$ cat src/hw/rtl/esck_pkg.sv
// Shared types, constants and step functions of the envelope space-charge kick datapath.
`default_nettype none

package esck_pkg;

    localparam int PREP_STAGES = 3;
    localparam int SQ_STEPS    = 64;
    localparam int KD_STEPS    = 64;
    localparam int KICK_STAGES = 4;

    localparam int DIV_DW = 96;
    localparam int DIV_RW = 97;
    localparam int DIV_QW = 63;
    localparam int SQ_RW  = 68;

    localparam logic [63:0] TERM_SAT  = 64'h4000_0000_0000_0000;
    localparam logic [40:0] KICK_SAT  = 41'h100_0000_0000;
    localparam logic [31:0] SLOPE_MAX = 32'h7FFF_FFFF;
    localparam logic [31:0] SLOPE_MIN = 32'h8000_0000;

    typedef enum logic [2:0] {
        REG_EMIT_X       = 3'd0,
        REG_EMIT_Y       = 3'd1,
        REG_SPACE_CHARGE = 3'd2,
        REG_DISPERSION   = 3'd3,
        REG_STEP_LENGTH  = 3'd4
    } reg_idx_t;

    typedef struct packed {
        logic [30:0] emit_x;
        logic [30:0] emit_y;
        logic [31:0] space_charge;
        logic [31:0] dispersion;
        logic [30:0] step_length;
    } cfg_t;

    typedef struct packed {
        logic [31:0] x_size;
        logic [31:0] x_slope;
        logic [31:0] y_size;
        logic [31:0] y_slope;
        logic [31:0] energy_spread;
    } item_t;

    typedef struct packed {
        logic [SQ_RW-1:0] rem;
        logic [63:0]      root;
        logic [127:0]     rad;
    } sqrt_t;

    typedef struct packed {
        logic [DIV_RW-1:0] rem;
        logic [DIV_QW-1:0] q;
        logic [DIV_QW-1:0] num;
        logic              ovf;
    } div_t;

    typedef struct packed {
        logic [127:0] rad;
        logic [95:0]  a3;
        logic [95:0]  b3;
        logic [61:0]  ex2;
        logic [61:0]  ey2;
        logic [31:0]  b;
        logic         a_zero;
        logic         b_zero;
        logic [31:0]  x_slope;
        logic [31:0]  y_slope;
    } prep_t;

    typedef struct packed {
        sqrt_t        sq;
        div_t         dx;
        div_t         dy;
        logic [95:0]  a3;
        logic [95:0]  b3;
        logic [31:0]  b;
        logic         a_zero;
        logic         b_zero;
        logic [31:0]  x_slope;
        logic [31:0]  y_slope;
    } rd_t;

    typedef struct packed {
        logic [63:0]       t;
        div_t              dg;
        logic [DIV_QW-1:0] qx;
        logic              ovfx;
        logic [DIV_QW-1:0] qy;
        logic              ovfy;
        logic              a_zero;
        logic              b_zero;
        logic [31:0]       x_slope;
        logic [31:0]       y_slope;
    } kd_t;

    typedef struct packed {
        logic [31:0] new_x_slope;
        logic [31:0] new_y_slope;
        logic        saturated;
    } res_t;

    function automatic logic [31:0] mag32(input logic [31:0] v);
        return v[31] ? (~v + 32'd1) : v;
    endfunction

    // one result bit of the digit-by-digit square root
    function automatic sqrt_t sqrt_step(input sqrt_t s);
        sqrt_t            r;
        logic [SQ_RW-1:0] cur;
        logic [SQ_RW-1:0] trial;
        cur   = {s.rem[SQ_RW-3:0], s.rad[127:126]};
        trial = {{(SQ_RW-66){1'b0}}, s.root, 2'b01};
        r.rad = {s.rad[125:0], 2'b00};
        if (cur >= trial)
        begin
            r.rem  = cur - trial;
            r.root = {s.root[62:0], 1'b1};
        end
        else
        begin
            r.rem  = cur;
            r.root = {s.root[62:0], 1'b0};
        end
        return r;
    endfunction

    // one quotient bit of restoring division
    function automatic div_t div_step(input div_t s, input logic [DIV_DW-1:0] d);
        div_t              r;
        logic [DIV_RW-1:0] cur;
        cur   = {s.rem[DIV_RW-2:0], s.num[DIV_QW-1]};
        r.num = {s.num[DIV_QW-2:0], 1'b0};
        r.ovf = s.ovf;
        if (cur >= {1'b0, d})
        begin
            r.rem = cur - {1'b0, d};
            r.q   = {s.q[DIV_QW-2:0], 1'b1};
        end
        else
        begin
            r.rem = cur;
            r.q   = {s.q[DIV_QW-2:0], 1'b0};
        end
        return r;
    endfunction

    function automatic logic [63:0] clamp_term(input logic [DIV_QW-1:0] q, input logic ovf);
        return (ovf || (64'(q) > TERM_SAT)) ? TERM_SAT : 64'(q);
    endfunction

endpackage

`default_nettype wire

$ cat src/hw/rtl/esck_regs.sv
// Configuration register file behind the APB-style port.
`default_nettype none

module esck_regs
    import esck_pkg::*;
(
    input  logic        clk,
    input  logic        rst_n,
    input  logic        psel,
    input  logic        penable,
    input  logic        pwrite,
    input  logic [4:0]  paddr,
    input  logic [31:0] pwdata,
    output logic [31:0] prdata,
    output logic        pready,
    output cfg_t        cfg
);

    logic [30:0] emit_x_reg;
    logic [30:0] emit_y_reg;
    logic [31:0] space_charge_reg;
    logic [31:0] dispersion_reg;
    logic [30:0] step_length_reg;
    reg_idx_t    idx;
    logic        wr;

    assign idx    = reg_idx_t'(paddr[4:2]);
    assign wr     = psel && penable && pwrite;
    assign pready = 1'b1;

    always_ff @(posedge clk or negedge rst_n)
    begin
        if (!rst_n)
        begin
            emit_x_reg       <= '0;
            emit_y_reg       <= '0;
            space_charge_reg <= '0;
            dispersion_reg   <= '0;
            step_length_reg  <= '0;
        end
        else if (wr)
        begin
            case (idx)
                REG_EMIT_X:       emit_x_reg       <= pwdata[30:0];
                REG_EMIT_Y:       emit_y_reg       <= pwdata[30:0];
                REG_SPACE_CHARGE: space_charge_reg <= pwdata;
                REG_DISPERSION:   dispersion_reg   <= pwdata;
                REG_STEP_LENGTH:  step_length_reg  <= pwdata[30:0];
                default:          ;
            endcase
        end
    end

    always_comb
    begin
        case (idx)
            REG_EMIT_X:       prdata = {1'b0, emit_x_reg};
            REG_EMIT_Y:       prdata = {1'b0, emit_y_reg};
            REG_SPACE_CHARGE: prdata = space_charge_reg;
            REG_DISPERSION:   prdata = dispersion_reg;
            REG_STEP_LENGTH:  prdata = {1'b0, step_length_reg};
            default:          prdata = '0;
        endcase
    end

    assign cfg.emit_x       = emit_x_reg;
    assign cfg.emit_y       = emit_y_reg;
    assign cfg.space_charge = space_charge_reg;
    assign cfg.dispersion   = dispersion_reg;
    assign cfg.step_length  = step_length_reg;

endmodule

`default_nettype wire

$ cat config.mk
export PLATFORM = sky130hd
export DESIGN_NAME = esck_regs
export DESIGN_NICKNAME = d
export VERILOG_FILES = /design/src/hw/rtl/esck_pkg.sv /design/src/hw/rtl/esck_regs.sv
export SDC_FILE = /design/constraint.sdc
export NUM_CORES = 1
export LEC_CHECK = 0
export CAP_MARGIN = 5
export CELL_PAD_IN_SITES_DETAIL_PLACEMENT = 1
export CELL_PAD_IN_SITES_GLOBAL_PLACEMENT = 2
export CORE_MARGIN = 4
export CORE_UTILIZATION = 35
export CTS_CLUSTER_SIZE = 20
export DETAILED_ROUTE_END_ITERATION = 16
export DONT_BUFFER_PORTS = 1
export PLACE_DENSITY_LB_ADDON = 0.1
export SETUP_SLACK_MARGIN = 0.05
export SYNTH_ARGS = -nofsm -noshare
export SYNTH_HDL_FRONTEND = slang
export SYNTH_SLANG_ARGS = --single-unit
$ cat constraint.sdc
create_clock -name clk -period 2.15 [get_ports clk]
set_input_delay 0.43 -clock clk [delete_from_list [all_inputs] [get_ports clk]]
set_output_delay 0.43 -clock clk [all_outputs]
set_load 0.03 [all_outputs]
==> results.json, run 1 <==
{
  "async_reset_ff_frac": 1.00,
  "clk_pin_slew_ps": 70,
  "syn_inst": 495,
  "finalNonFillerCells": 796,
  "via_per_inst": 5.72,
  "power_leakage_uw": 0.00370,
  "cp.arrival_ps": 1660,
  "htree_num_levels": 4,
  "grt_pass1_wl_mm": 34.0,
  "cp_max_fo": 3,
  "yosys_warnings": 0,
  "finalHoldViolCount": 157,
  "clock_skew_ps": 0,
  "crit_chain": "mux2_4 -> a32oi_2 -> o21ai_1 -> buf_4",
  "place_worst_setup_slack_ps": 221,
  "start_util": 0.355,
  "antenna_cells": 0,
  "crit_path_start_kind": "register",
  "rows": 52,
  "synth.avg_cell_area_um2": 14.5,
  "finalWirelength_mm": 23.1,
  "area_delta_synth_final_pct": 18.2,
  "crit_type": "register to output port",
  "min_period_ps": 2090,
  "crit_buf_inv": 1,
  "fp.dieW_um": 151,
  "synth.distinct_cells": 25,
  "report.final.slew_viol_count": 0,
  "worst_hold_path_type": "input port to async pin",
  "nets": 555,
  "dr_total_vias": 4556,
  "power_uw": 9670,
  "status": "complete, but fails checks",
  "first_iter_violations": 206,
  "placedCellCount": 764,
  "critical-path-top-delay-family": "flip-flops",
  "relSlewSlack": 0.636,
  "setup_viol": 0,
  "routabilityCongestion": 0.738,
  "seq_area_frac_synth": 0.549,
  "synth_fp_nets": 537,
  "cts_buffers": 17,
  "wire_per_inst_um": 29.0,
  "fin_ws_ps": 63.6,
  "clk_latency_ps": 420,
  "postRouteAntennaNets": 0,
  "period_share": 0.970,
  "coreArea_um2": 20200,
  "crit_path_end_kind": "output port",
  "synth.cell_area_um2": 7160,
  "synth_flop_cell": "dfrtp_1",
  "port_buffers": 0,
  "dp_hpwl_mm": 14.9,
  "grt_pass1_vias": 5079,
  "pin_count": 232,
  "gr-usage-all-layers": 0.202,
  "slowest_delay_ps": 490,
  "rsz0062_at_grt": "true",
  "route.detailed.drc": 0,
  "vdd_drop_max_mv": 0.517,
  "layout-drive-gt1-share": 0.625,
  "clock_path_buffers": 2,
  "die_y_um": 151,
  "maxCapViolations": 0,
  "synth-edff-count": 0,
  "cp_slowest_cell": "dfrtp_2",
  "overflow": 0,
  "ys_seq_elements": 157,
  "violations": "hold timing",
  "worst_hold_slack_ps": -301,
  "required_ps": 1720,
  "setup_tns_ps": 0,
  "worst_pin_slew_ps": 544,
  "dieArea_um2": 22800,
  "r2r_slack_ps": 1170,
  "fmax_mhz": 479,
  "cts_tree": "done",
  "drt_first_pass_iters": 4,
  "cts_sinks": 157,
  "cts_root_buf": "clkbuf_16",
  "grt_max_degree": 158,
  "p_per_area_nw_per_um2": 1140,
  "antenna_found_initial": 0
}
-- per-layer routing --
layer  vias to the layer above  wire, µm  global-route usage
met2                       174     11600               0.339
met5                         -         0                   0
met3                        21      2080              0.0787
met1                      2457      9050               0.243
li1                       1904         -                   -
met4                         0       319              0.0553
-- through the flow --
step	cell area [µm²]	hold WS [ps]	util
floorplan	7230	134	-
global placement	7770	140	0.385
detailed placement	7770	140	0.385
CTS	8380	-318	0.415
global route	8460	-324	0.419
finish	8460	-301	0.419
-- cell usage in the layout (no fill, tap or decap), types with 2 or more instances in the layout --
cell        instances
mux2_2            147
dfrtp_1           115
dfrtp_2            42
mux2_4             34
buf_4              34
a22oi_1            30
a32oi_1            25
o21ai_2            18
clkbuf_16          17
o21ai_1            11
mux2_1              6
a32oi_2             5
buf_12              5
inv_6               4
mux2i_1             3
nor2b_4             3
clkinv_4            3
clkinvlp_4          3
nor2_4              2
nor3b_4             2
clkinv_2            2
-- kinds of logic (layout without fill, tap and decap cells) --
family / after synthesis / in the layout / synth area share
AOI/OAI and AO/OA: 92 / 92 / 0.0916
and+or+nand+nor: 14 / 14 / 0.0154
buffers and inverters: 41 / 72 / 0.0295
other: 1 / 1 / 0.000524
DFF: 157 / 157 / 0.549
muxes: 190 / 190 / 0.314
-- cell type report --
class | count | area, µm²
clock buffers | 18 | 439
clock inverters | 14 | 135
fillers | 2013 | 11700
inverters | 1 | 3.75
multi-input cells | 297 | 3210
flip-flops and latches | 157 | 3980
well taps | 270 | 338
repair buffers | 39 | 355
-- where the power goes --
| group | internal (µW) | switching [µW] | leakage [µW] |
|---|---|---|---|
| combinational | 769 | 611 | 0.00148 |
| clock | 1650 | 1300 | 0.000276 |
| sequential | 3550 | 1790 | 0.00195 |
| total | 5960 | 3710 | 0.00370 |
-- cells in the mapped netlist (3+ instances only) --
library cell | count | share of area
a32oi_1 | 30 | 0.037
buf_4 | 4 | 0.0042
mux2_4 | 30 | 0.063
dfrtp_1 | 157 | 0.55
nor2b_1 | 3 | 0.0026
nor2_1 | 3 | 0.0016
mux2i_1 | 3 | 0.0042
clkbuf_1 | 17 | 0.0089
buf_6 | 3 | 0.0047
a22oi_1 | 30 | 0.031
mux2_1 | 6 | 0.0094
mux2_2 | 151 | 0.24
o21ai_0 | 30 | 0.021
buf_2 | 16 | 0.011
-- repair_timing --
item,CTS,global route
setup buffers,0,0
endpoints found under the hold margin,157,157
setup endpoints to repair,13,22
gates resized for setup,24,28
pin swaps,0,8
-- final timing paths --
path                                                 start                               end  depth (start not counted)
setup / recovery           space_charge_reg[0]$_DFFE_PN0P_                         prdata[0]                          4
hold / removal                                       rst_n   space_charge_reg[1]$_DFFE_PN0P_                          0
setup reg to reg                 emit_y_reg[6]$_DFFE_PN0P_         emit_y_reg[6]$_DFFE_PN0P_                          1
hold reg to reg              dispersion_reg[2]$_DFFE_PN0P_     dispersion_reg[2]$_DFFE_PN0P_                          1
max in group asynchronous                            rst_n  space_charge_reg[29]$_DFFE_PN0P_                          0
min in group clk                                pwdata[17]        emit_y_reg[17]$_DFFE_PN0P_                          1
Note: power is estimated with default switching activity, not from simulation.
==> run 2, diff against run 1 <==
--- a/config.mk
+++ b/config.mk
@@ -13,6 +13,7 @@
 export CTS_CLUSTER_SIZE = 20
 export DETAILED_ROUTE_END_ITERATION = 16
 export DONT_BUFFER_PORTS = 1
+export GPL_TIMING_DRIVEN = 0
 export PLACE_DENSITY_LB_ADDON = 0.1
 export SETUP_SLACK_MARGIN = 0.05
 export SYNTH_ARGS = -nofsm -noshare
==> run 2 against run 1 <==
Net effect: count of clock-buffer cells in the layout up 2; critical path depth is 1 lower; largest cell class unchanged; design area is 0.35% lower; via count fell by 1.8%; setup slack improved by 22 ps; clock skew stayed put; the flow still finishes with violations (hold timing); sequential power about the same; clock power up 2%; sequential cell count unchanged.
==> results.json, run 2 (synthesis gave the netlist of run 1 again) <==
{
  "status": "complete, but fails checks",
  "violations": "hold timing",
  "rows": 52,
  "vdd_drop_max_mv": 0.503,
  "rsz0062_at_grt": "true",
  "clk_pin_slew_ps": 70,
  "drt_first_pass_iters": 4,
  "crit_chain": "mux2_2 -> a32oi_1 -> o21ai_2",
  "clock_path_buffers": 2,
  "min_period_ps": 2060,
  "mostFrequentLayoutCell": "mux2_2",
  "period_share": 0.960,
  "antenna_cells": 0,
  "antenna_found_initial": 0,
  "relSlewSlack": 0.529,
  "crit_type": "register to output port",
  "combPwrFrac": 0.138,
  "r2r_slack_ps": 1170,
  "clk_latency_ps": 410,
  "p_sw_frac": 0.381,
  "crit_path_end_kind": "output port",
  "grt_pass1_vias": 5028,
  "intPower_uw": 6020,
  "crit_path_start_kind": "register",
  "power_uw": 9720,
  "overflow": 0,
  "layout-drive-gt1-share": 0.641,
  "grt_use_met1": 0.229,
  "fin_ws_ps": 85.8,
  "nets": 556,
  "gr-usage-all-layers": 0.198,
  "dp_hpwl_mm": 15.6,
  "cp_slowest_cell": "dfrtp_2",
  "switching_power_uw": 3700,
  "area_delta_synth_final_pct": 17.8,
  "p_per_area_nw_per_um2": 1150,
  "finalHoldViolCount": 157,
  "seqPwrFrac": 0.552,
  "first_iter_violations": 149,
  "wire_per_inst_um": 28.6,
  "report.final.slew_viol_count": 0,
  "gr-usage-met3": 0.0916,
  "cp.arrival_ps": 1630,
  "met2_usage": 0.332,
  "route.detailed.drc": 0,
  "cts_buffers": 17,
  "clock_skew_ps": 0,
  "power_leakage_uw": 0.00366,
  "required_ps": 1720,
  "grt_max_degree": 158,
  "dr_total_vias": 4472,
  "routabilityCongestion": 0.757,
  "fp.dieW_um": 151,
  "dieArea_um2": 22800,
  "cts_setup_buffers": 0,
  "postRouteAntennaNets": 0,
  "cts_sinks": 157,
  "final_cell_mix": "mux2_2, dfrtp_1, dfrtp_2",
  "pin_count": 232,
  "slowest_delay_ps": 490,
  "maxCapViolations": 0,
  "grt_pass1_wl_mm": 33.2,
  "cp_max_fo": 3,
  "worst_hold_path_type": "input port to async pin",
  "htree_num_levels": 4,
  "setup_viol": 0,
  "worst_pin_slew_ps": 706,
  "cts_root_buf": "clkbuf_16",
  "start_util": 0.355,
  "worst_hold_slack_ps": -297,
  "finalWirelength_mm": 22.8,
  "port_buffers": 0,
  "via_per_inst": 5.61,
  "grt-busiest-layer": "met2",
  "cts_tree": "done",
  "die_y_um": 151,
  "place_worst_setup_slack_ps": -592,
  "fmax_mhz": 484,
  "clkPwrFrac": 0.310,
  "coreArea_um2": 20200
}
-- run 2: changes by cell type in the layout (fill, tap and decap cells not counted), sizes merged --
cell / change
clkbuf: +19
inv: -3
bufinv: +1
clkinvlp: +2
buf: -16
clkinv: -2
-- run 2: metrics by stage --
step           std cells  TNS (ps)   util  cell area [µm²]  hold slack [ps]
5_1_grt              797         0  0.418             8430             -331
4_1_cts              797         0  0.413             8340             -320
3_3_place_gp         765    -13800  0.375             7570              139
3_5_place_dp         765    -13760  0.375             7570              140
6_report             797         0  0.418             8430             -297
2_1_floorplan        495         0      -             7230              134
-- run 2: path summary, 6_finish.rpt --
path / from / end / cells after the start
max: dispersion_reg[23]$_DFFE_PN0P_ / prdata[23] / 3
min: rst_n / emit_x_reg[1]$_DFFE_PN0P_ / 0
max reg2reg: emit_y_reg[2]$_DFFE_PN0P_ / emit_y_reg[2]$_DFFE_PN0P_ / 1
min reg2reg: dispersion_reg[27]$_DFFE_PN0P_ / dispersion_reg[27]$_DFFE_PN0P_ / 1
max in group asynchronous: rst_n / step_length_reg[17]$_DFFE_PN0P_ / 0
min in group clk: pwdata[1] / emit_y_reg[1]$_DFFE_PN0P_ / 1
-- run 2: layout make-up --
cell class                      instances  area [µm²]
Inverter                                1        3.75
Clock buffer                           20         447
Fill cell                            2049       11700
Multi-Input combinational cell        297        3240
Buffer                                 40         283
Clock inverter                         12         138
Tap cell                              270         338
Sequential cell                       157        3980
-- run 2: worst max-delay path, delay by kind of cell, from the launching register on --
kind	cells	cell delay [ps]
DFF	1	490
muxes	1	300
AOI/OAI and AO/OA	2	430
-- run 2: timing repair --
action,in CTS,in global routing
endpoints found under the setup margin,32,30
pin swaps,3,3
hold endpoints to repair,157,157
resized for setup,69,38
-- run 2: routing by layer --
metal	vias up	wire (µm)
met5	-	0
met4	0	248
met3	17	2210
met2	155	11400
met1	2391	8880
li1	1909	-
-- run 2: power groups by stage --
stage                     clock [µW]  combinational, µW  sequential (µW)
after CTS                       3090               1340             5370
final                           3010               1340             5370
after floorplan                    0               1100             5120
after global placement             0               1240             5380
after global routing            3250               1440             5470
after detailed placement           0               1290             5410
==> run 3, diff against run 2 <==
==> constraint.sdc (replaced) <==
create_clock -name clk -period 1.95 [get_ports clk]
set_input_delay 0.39 -clock clk [delete_from_list [all_inputs] [get_ports clk]]
set_output_delay 0.39 -clock clk [all_outputs]
set_load 0.03 [all_outputs]
==> run 3 against run 2 <==
Net effect: wire length is 3.4% higher; sequential power is 11% higher; core utilization is 2.1 points higher; setup slack worse by 96 ps; register-to-register slack worse by 210 ps; critical path depth stayed put; combinational power is 25% higher; sequential cell count stayed put; die area stayed put; largest power group unchanged; the run ends with hold timing, setup timing left; design area is 5.1% higher; critical path type unchanged.
==> results.json, run 3 (synthesis gave the netlist of run 1 again) <==
{
  "gr-usage-all-layers": 0.209,
  "fin_ws_ps": -10.6,
  "reg2reg_from": "emit_x_reg[7]$_DFFE_PN0P_",
  "overflow": 0,
  "route.detailed.drc": 0,
  "slowest_delay_ps": 480,
  "nets": 556,
  "clock_path_buffers": 2,
  "period_share": 1.01,
  "dr_total_vias": 4524,
  "vdd_drop_max_mv": 0.558,
  "layout-drive-gt1-share": 0.738,
  "setup_tns_ps": -32.5,
  "power_leakage_uw": 0.00378,
  "rsz0062_at_grt": "true",
  "coreArea_um2": 20200,
  "fp.dieW_um": 151,
  "clk_pin_slew_ps": 60,
  "cts_root_buf": "clkbuf_16",
  "die_y_um": 151,
  "first_iter_violations": 151,
  "worst_hold_slack_ps": -336,
  "clk_latency_ps": 410,
  "via_per_inst": 5.68,
  "dp_hpwl_mm": 15.7,
  "antenna_cells": 0,
  "fmax_mhz": 510,
  "relSlewSlack": 0.603,
  "worst_pin_slew_ps": 596,
  "grt_max_degree": 158,
  "cts_buffers": 17,
  "mostFrequentLayoutCell": "mux2_2",
  "cp_slowest_cell": "dfrtp_2",
  "pin_count": 232,
  "grt_pass1_vias": 5272,
  "timing.rr.end": "emit_x_reg[7]$_DFFE_PN0P_",
  "report.final.slew_viol_count": 0,
  "cts_tree": "done",
  "crit_chain": "mux2_4 -> a32oi_2 -> o21ai_4",
  "start_util": 0.355,
  "htree_num_levels": 4,
  "maxCapViolations": 0,
  "cp_max_fo": 3,
  "dieArea_um2": 22800,
  "rr_worst_depth": 1,
  "r2r_slack_ps": 960,
  "status": "complete, but fails checks",
  "postRouteAntennaNets": 0,
  "drt_first_pass_iters": 4,
  "wire_per_inst_um": 29.6,
  "min_period_ps": 1960,
  "final_cell_mix": "mux2_2, dfrtp_1, dfrtp_2",
  "violations": "hold timing, setup timing",
  "worst_hold_path_type": "input port to async pin",
  "cp.arrival_ps": 1570,
  "finalHoldViolCount": 157,
  "setup_viol": 6,
  "cts_sinks": 157,
  "required_ps": 1560,
  "antenna_found_initial": 0,
  "routabilityCongestion": 0.767,
  "crit_path_end_kind": "output port",
  "clock_skew_ps": 0,
  "p_per_area_nw_per_um2": 1220,
  "grt_pass1_wl_mm": 34.9,
  "power_uw": 10800,
  "port_buffers": 0,
  "area_delta_synth_final_pct": 23.8,
  "rows": 52,
  "place_worst_setup_slack_ps": -660,
  "crit_path_start_kind": "register",
  "finalWirelength_mm": 23.6,
  "crit_type": "register to output port"
}
run 3: cell count changes in the layout (fill, tap and decap cells not counted), sizes merged:
cell      delta
clkbuf       -4
buf          +3
clkinv       +3
clkinvlp     -2
bufinv       -1
run 3: through the flow:
stage,cells,area (µm²),util
2_1_floorplan,495,7270,-
3_3_place_gp,765,7610,0.377
3_5_place_dp,765,7610,0.377
4_1_cts,796,8730,0.433
5_1_grt,796,8860,0.439
6_report,796,8860,0.439
run 3: report_power, final:
group	switching, µW	total [µW]	internal [µW]	leakage [µW]
clock	1380	3170	1790	0.000266
sequential	2040	5980	3940	0.00192
combinational	768	1680	910	0.00160
run 3: worst max path at each step:
stage                                      from         end  slack [ps]  cells after the start
5_1_grt        space_charge_reg[21]$_DFFE_PN0P_  prdata[21]         -70                      3
3_5_place_dp                           paddr[2]   prdata[1]        -660                      5
2_1_floorplan                          paddr[2]   prdata[0]          60                      5
6_report       space_charge_reg[24]$_DFFE_PN0P_  prdata[24]         -10                      3
4_1_cts        space_charge_reg[21]$_DFFE_PN0P_  prdata[21]         -30                      3
3_3_place_gp                           paddr[2]  prdata[30]        -650                      5
run 3: area by class of cell:
| class | instances | area, µm² |
|---|---|---|
| buffer | 40 | 318 |
| clock buffer | 19 | 443 |
| clock inverter | 12 | 115 |
| fill | 2025 | 11300 |
| inverter | 1 | 3.75 |
| multi-input combinational | 297 | 3630 |
| sequential | 157 | 4020 |
| tap | 270 | 338 |
run 3: worst max-delay path: cells and delay by family, from the launching register on:
family | cells | cell delay, ps
flip-flops | 1 | 480
AO/OA/AOI/OAI | 2 | 370
multiplexers | 1 | 290
run 3: routing by layer:
layer | global-route usage | vias to the layer above | share of wire
met4 | 0.0630 | 0 | 0.015
met2 | 0.353 | 169 | 0.50
li1 | - | 1912 | -
met1 | 0.244 | 2419 | 0.39
met5 | 0 | - | 0
met3 | 0.0865 | 24 | 0.094
run 3: what timing repair did:
item | in CTS | in global routing
pin swaps | 28 | 5
endpoints found under the setup margin | 32 | 31
setup buffers | 0 | 0
hold endpoints to repair | 157 | 157
gates cloned | 0 | 0
resized for setup | 167 | 24
